**config.mk**
```make
export PLATFORM = sky130hd
export DESIGN_NAME = pmei_merge
export DESIGN_NICKNAME = d
export VERILOG_FILES = /design/src/rtl/core/pmei_pkg.sv /design/src/rtl/core/pmei_merge.sv
export SDC_FILE = /design/constraint.sdc
export NUM_CORES = 1
export LEC_CHECK = 0
export ABC_AREA = 1
export BUFFER_PORTS_ARGS = -buffer_cell sky130_fd_sc_hd__buf_2
export CORE_AREA = 2 2 226 228
export DETAILED_ROUTE_END_ITERATION = 10
export DIE_AREA = 0 0 228 230
export PLACE_DENSITY = 0.4
export SYNTH_ARGS = -nofsm -noshare
export SYNTH_HDL_FRONTEND = slang
export SYNTH_SLANG_ARGS = --single-unit
export TNS_END_PERCENT = 100
```
**constraint.sdc**
```tcl
create_clock -name aclk -period 22.2 [get_ports aclk]
set_input_delay 2.22 -clock aclk [delete_from_list [all_inputs] [get_ports aclk]]
set_output_delay 2.22 -clock aclk [all_outputs]
set_load 0.02 [all_outputs]
```
**src/rtl/core/pmei_pkg.sv**
```systemverilog
// Shared types, codes and saturating Q16.16 helpers for the point mass integrator.
`timescale 1ns / 1ps

package pmei_pkg;

    localparam int NUM_AXES = 3;

    typedef logic signed [31:0] q_t;
    typedef q_t [NUM_AXES-1:0]  vec3_t;

    typedef enum logic [2:0] {
        REQ_TICK        = 3'd0,
        REQ_ADD_FORCE   = 3'd1,
        REQ_CONST_FORCE = 3'd2,
        REQ_ABS_ACCEL   = 3'd3,
        REQ_IMPULSE     = 3'd4,
        REQ_VEL_CHANGE  = 3'd5
    } req_t;

    typedef enum logic [1:0] {
        CFG_STEP_TIME      = 2'd0,
        CFG_INVERSE_MASS   = 2'd1,
        CFG_DAMPING_FACTOR = 2'd2
    } cfg_idx_t;

    localparam logic [16:0] STEP_TIME_RST      = 17'd1092;
    localparam logic [30:0] INVERSE_MASS_RST   = 31'd65536;
    localparam logic [16:0] DAMPING_FACTOR_RST = 17'd65536;

    typedef struct packed {
        logic [16:0] step_time;
        logic [30:0] inverse_mass;
        logic [16:0] damping_factor;
    } cfg_t;

    typedef struct packed {
        logic start;
        req_t req;
        logic ack;
    } lane_ctrl_t;

    // round half up, drop 16 fraction bits, clamp to 32 bits
    function automatic q_t rnd_sat(input logic signed [63:0] p);
        logic signed [64:0] s;
        logic signed [48:0] q;
        s = 65'(p) + 65'sd32768;
        q = 49'(s >>> 16);
        if (q[48:31] == '0 || q[48:31] == '1) begin
            return q[31:0];
        end else if (q[48]) begin
            return 32'sh8000_0000;
        end else begin
            return 32'sh7FFF_FFFF;
        end
    endfunction

    function automatic q_t sat_add(input q_t a, input q_t b);
        logic signed [32:0] s;
        s = 33'(a) + 33'(b);
        if (s[32] == s[31]) begin
            return s[31:0];
        end else if (s[32]) begin
            return 32'sh8000_0000;
        end else begin
            return 32'sh7FFF_FFFF;
        end
    endfunction

endpackage

```
**src/rtl/core/pmei_merge.sv**
```systemverilog
// Merge stage: joins the three lanes into one result and holds it in the output register.
`timescale 1ns / 1ps

module pmei_merge
    import pmei_pkg::*;
(
    input  logic                aclk,
    input  logic                aresetn,
    input  logic [NUM_AXES-1:0] lane_done,
    input  vec3_t               pos_i,
    input  vec3_t               vel_i,
    input  vec3_t               acc_i,
    output logic                ack,
    output logic                m_valid,
    input  logic                m_ready,
    output vec3_t               pos_o,
    output vec3_t               vel_o,
    output vec3_t               acc_o
);

    logic  m_valid_reg;
    vec3_t pos_reg, vel_reg, acc_reg;

    // load when every lane is finished and the output slot is free or draining
    assign ack = (&lane_done) && (!m_valid_reg || m_ready);

    always_ff @(posedge aclk) begin
        if (!aresetn) begin
            m_valid_reg <= 1'b0;
        end else if (ack) begin
            m_valid_reg <= 1'b1;
        end else if (m_ready) begin
            m_valid_reg <= 1'b0;
        end
        if (ack) begin
            pos_reg <= pos_i;
            vel_reg <= vel_i;
            acc_reg <= acc_i;
        end
    end

    assign m_valid = m_valid_reg;
    assign pos_o   = pos_reg;
    assign vel_o   = vel_reg;
    assign acc_o   = acc_reg;

endmodule

```
==> metrics, run 1 <==
outcome=complete, no violations; IO Count=584; global placement routability congestion=0.7810; detailed placement HPWL=20,910 um; start-to-end type of the worst setup path=in2out; total congestion overflow=0; Clock transition at path regs=60 ps; final critical path time including I/O delays and setup=5390 ps; share of the clock period used by the worst path after layout=0.2428; type of origin of the critical path=input pin; final hold viol count=0; number of inserted filler cells in the final layout=5,185; global-route wire length before repair=37,010 um; leakage component of the power=5.496 nW; count of hold buffers inserted by post-cts repair=0; Antenna Violating Nets Remaining=0; layout cell share with drive strength beyond 1=0.6745; critical path depth=4; Post-Place Cells=1,553; Setup Slack @ Placement=16,800 ps; CP cell instances=buf_2, nand3_2, a21oi_4, buf_2; slew margin rel.=0.3965; all-layer global routing usage=0.09748; TritonCTS clock tree=yes; cell with the most instances after synthesis=sky130_fd_sc_hd__edfxtp_1; cell repeated most along the worst path=sky130_fd_sc_hd__buf_2; depth of the most critical reg-to-reg path=3; overall die width=228 um; core area=0.04986 mm2; Clk Tree Root Cell=sky130_fd_sc_hd__clkbuf_16; post-synthesis register bit count=289; number of CTS-inserted buffers=34; post-layout util=0.2719; Area contributors post-synth=sky130_fd_sc_hd__edfxtp_1 (99%), sky130_fd_sc_hd__dfxtp_1 (0.23%), sky130_fd_sc_hd__a21oi_2 (0.20%); area share of the leading cell type in the synthesized netlist=0.9932; cell type with the highest aggregate area in the netlist=sky130_fd_sc_hd__edfxtp_1; Syn-to-layout area delta=55.73%; Via Count=5,419; unrepaired setup endpoints after global routing=false; latest clock arrival within the worst-skew pair=530 ps; met2 GRT Util=0.1698; most crowded layer after global routing=met2; setup_tns=0 ps; average cell area after synthesis=29.52 um2; buffers inserted by post-CTS timing repair=0; initial antenna violation count=5; data required time at the worst endpoint=19,980 ps; critical path peak fanout=11; worst min-delay path class=reg2reg; most frequently used flop master after synthesis=sky130_fd_sc_hd__edfxtp_1; cell row count=82; number of search-and-repair iterations in the first detailed-routing pass=4; Post-route DRC=0; Net count, final=1,211; violation count after the first detailed-routing iteration=179; count of flip-flops with a built-in enable after synthesis=288; Mapped Nets=589; Tot Pwr=1.220 mW; CP arrival=3170 ps; total wire length=27,180 um; P per Cell Area=89.94 mW/mm2; routed length per instance=16.85 um; top achievable clock speed=185.5 MHz; endpoint type of the worst setup path=primary output; GR Layer Usage met1=0.09935; Worst path top cell family by delay=compound AO/OA/AOI/OAI gates; number of setup violations in the final report=0; CTS H-tree depth=2; TritonCTS sink count=289; Final Instance Area=0.01356 mm2; IR drop worst, VDD=0.05326 mV; sequential-to-total area share from yosys stat=0.9955; worst-case clock skew=10.89 ps; cell with the biggest individual delay on the critical path=sky130_fd_sc_hd__a21oi_4; max-capacitance violation count=0; post-cts resize count=0; Final Max Tran Viols=0; Vias/cell=3.360; post-placement cell area=0.01251 mm2; Min Hold Slack=524.7 ps; vias in the first global route=5,669; final std cells w/o fill=1,613; effective utilization at floorplan=0.1746; count of different cell masters after synthesis=7; number of warnings issued by yosys=0; cell area after synthesis=0.008707 mm2; async set or reset register ratio after synthesis=0; overall die area=0.05244 mm2; Crit path largest cell delay=430 ps; count of buffers from port buffering=583; maximum clock path buffer count=3; PnR worst setup slack=16,810 ps; worst path buffer plus inverter count=2; number of instances in the synthesized netlist=295; slew at the pin with the worst max-slew slack=905.3 ps; number of cells on the worst hold path=2; met3 track utilization from global routing=0.05122; most frequent cells after synthesis=sky130_fd_sc_hd__edfxtp_1 (288), sky130_fd_sc_hd__a21oi_2 (2); die extent in y=230 um; pin count of the biggest net entering global routing=143
[metal layers]
| metal | vias up | share of wire |
|---|---|---|
| li1 | 2450 | - |
| met1 | 2580 | 0.35 |
| met2 | 328 | 0.51 |
| met3 | 51 | 0.11 |
| met4 | 10 | 0.024 |
| met5 | - | 0.0025 |
[final cells by class]
type / count / area [um2] / area share
timing repair buffer: 586 / 2953 / 0.2178
clock inverter: 16 / 100.1 / 0.007382
inverter: 2 / 7.507 / 0.0005537
tap: 672 / 840.8 / 0.06201
multi-input combinational: 4 / 38.79 / 0.002861
sequential: 289 / 8668 / 0.6393
clock buffer: 43 / 948.4 / 0.06995
antenna: 1 / 2.502 / 0.0001846
[cells in the final DEF, fill, tap and decap left out, drive strengths merged]
master	count
buf	586
edfxtp	288
clkbuf	43
clkinv	13
inv	3
a21oi	2
diode	1
nand3	1
nand2	1
clkinvlp	1
bufinv	1
dfxtp	1
[cells by family after synthesis]
family | after synthesis | share of synthesized area
flops | 289 | 0.9955
simple gates | 2 | 0.001580
compound gates | 2 | 0.002012
buf+inv | 2 | 0.0008614
[worst register-to-register path, cell delays in order (launching register included)]
cell	delay, ps
sky130_fd_sc_hd__dfxtp_1	340
sky130_fd_sc_hd__a21oi_4	440
sky130_fd_sc_hd__buf_12	580
sky130_fd_sc_hd__buf_4	1020
[where the power goes]
part | switching (mW) | total (mW) | leakage (nW) | internal [mW]
registers | 0.00352 | 0.623 | 2.65 | 0.620
logic | 0.0418 | 0.0694 | 2.33 | 0.0276
clock network | 0.214 | 0.527 | 0.512 | 0.313
total | 0.260 | 1.22 | 5.50 | 0.960
[path summary, 6_finish.rpt]
| kind | start | to | slack [ps] |
|---|---|---|---|
| max | lane_done[2] | ack | 16810 |
| min | m_valid | m_valid | 520 |
| max reg2reg | m_valid | acc_o[9] | 19420 |
| min reg2reg | m_valid | m_valid | 520 |
Power figures use the tool's default switching activity.
==> run 2, diff against run 1 <==
Clock period 22.2 ns to 5.14 ns, I/O delays scaled along.
==> run 2 against run 1 <==
Design area rose by 0.51%. Clock skew rose by 3.5 ps. Die area did not move. Worst hold slack got worse by 360 ps. Largest cell class unchanged. Flip-flop and latch count did not move. Critical endpoint unchanged. Worst setup slack got worse by 14000 ps.
==> metrics, run 2 (synthesis gave the netlist of run 1 again) <==
outcome=complete, no violations; Setup Slack @ Placement=2712 ps; endpoint type of the worst setup path=primary output; maximum clock path buffer count=3; worst min-delay path class=in2reg; Syn-to-layout area delta=56.52%; total congestion overflow=0; number of CTS-inserted buffers=34; IO Count=584; leakage component of the power=5.531 nW; slew at the pin with the worst max-slew slack=754.9 ps; die extent in y=230 um; Post-route DRC=0; type of origin of the critical path=flop; global-route wire length before repair=37,920 um; top achievable clock speed=402.0 MHz; TritonCTS sink count=289; P per Cell Area=388.8 mW/mm2; pin count of the biggest net entering global routing=125; slew margin rel.=0.4968; worst-case clock skew=14.43 ps; antenna fix cells=0; final std cells w/o fill=1,615; routed length per instance=16.79 um; Net count, final=1,213; Storage cell area=0.008668 mm2; Final Max Tran Viols=0; critical path peak fanout=46; top library cells by usage in the layout, fill and taps aside=sky130_fd_sc_hd__buf_2 (583), sky130_fd_sc_hd__edfxtp_1 (288), sky130_fd_sc_hd__clkbuf_16 (37); Clk Tree Root Cell=sky130_fd_sc_hd__clkbuf_16; initial antenna violation count=5; count of buffers from port buffering=583; number of search-and-repair iterations in the first detailed-routing pass=4; buffers inserted by post-CTS timing repair=0; Crit path largest cell delay=560 ps; data required time at the worst endpoint=4630 ps; vias in the first global route=5,763; cell with the biggest individual delay on the critical path=sky130_fd_sc_hd__a21oi_4; total wire length=27,120 um; overall die width=228 um; share of the clock period used by the worst path after layout=0.4839; overall die area=0.05244 mm2; destination of the worst register-to-register timing path=acc_o[91]; Post-Place Cells=1,555; global placement routability congestion=0.7925; setup_tns=0 ps; reg-to-reg startpoint=m_valid; number of inserted filler cells in the final layout=5,168; IR drop worst, VDD=0.2725 mV; layout cell share with drive strength beyond 1=0.6808; PnR worst setup slack=2653 ps; latest clock arrival within the worst-skew pair=520 ps; start-to-end type of the worst setup path=reg2out; depth of the most critical reg-to-reg path=3; detailed placement HPWL=20,860 um; final critical path time including I/O delays and setup=2487 ps; Via Count=5,418; most frequent standard cell in the layout excluding fill and tap cells=sky130_fd_sc_hd__buf_2; number of setup violations in the final report=0; violation count after the first detailed-routing iteration=222; Tot Pwr=5.299 mW; max-capacitance violation count=0; count of hold buffers inserted by post-cts repair=0; area used by multi-input combinational logic=46.29 um2; TritonCTS clock tree=yes; CP arrival=1970 ps; number of cells on the worst hold path=1; core area=0.04986 mm2; beginning of the worst hold path=acc_i[14]; CP cell instances=a21oi_4, buf_12, buf_2; reg-to-reg setup timing slack=3080 ps; unrepaired setup endpoints after global routing=false; Antenna Violating Nets Remaining=0; cell row count=82; final hold viol count=0; effective utilization at floorplan=0.1746; worst hold endpoint=acc_o[14]; all-layer global routing usage=0.09859; Vias/cell=3.355; post-cts resize count=0; CTS H-tree depth=2; post-layout util=0.2733; Clock transition at path regs=60 ps
-- run 2: worst max-delay path: cells and delay by family, from the launching register on --
kind / cells / cell delay, ps
flip-flops: 1 / 340
AO/OA/AOI/OAI: 1 / 560
buffers and inverters: 2 / 550
-- run 2: cell type report --
class / instances / share of cell area
sequential: 289 / 0.6361
timing repair buffer: 588 / 0.2196
clock buffer: 45 / 0.07088
tap: 672 / 0.06170
clock inverter: 15 / 0.007804
multi-input combinational: 4 / 0.003397
inverter: 2 / 0.0005509
-- run 2: worst max path at each step --
| stage | to | depth (start not counted) | slack, ps | from |
|---|---|---|---|---|
| detailed placement | pos_o[3] | 5 | 2710 | lane_done[1] |
| CTS | ack | 3 | 2570 | m_valid |
| finish | ack | 3 | 2650 | m_valid |
| global route | ack | 3 | 2520 | m_valid |
| global placement | acc_o[91] | 5 | 2740 | lane_done[0] |
| floorplan | acc_o[0] | 2 | -690 | lane_done[2] |
-- run 2: layer usage --
metal,vias to the layer above,track usage,part of all wire
met2,324,0.1799,0.53
met3,46,0.04501,0.10
met1,2580,0.09803,0.34
li1,2460,-,-
met5,-,0,0.0018
met4,8,0.03595,0.023
-- run 2: power breakdown --
group	internal, mW	leakage [nW]	switching (mW)
logic	0.122	2.35	0.179
clock network	1.37	0.530	0.933
registers	2.68	2.65	0.0158
-- run 2: through the flow --
stage	hold WS, ps	area (um2)
2_1_floorplan	592.7	8722
3_3_place_gp	509.4	12560
3_5_place_dp	525.5	12560
4_1_cts	111.3	13630
5_1_grt	121.4	13630
6_report	161.7	13630
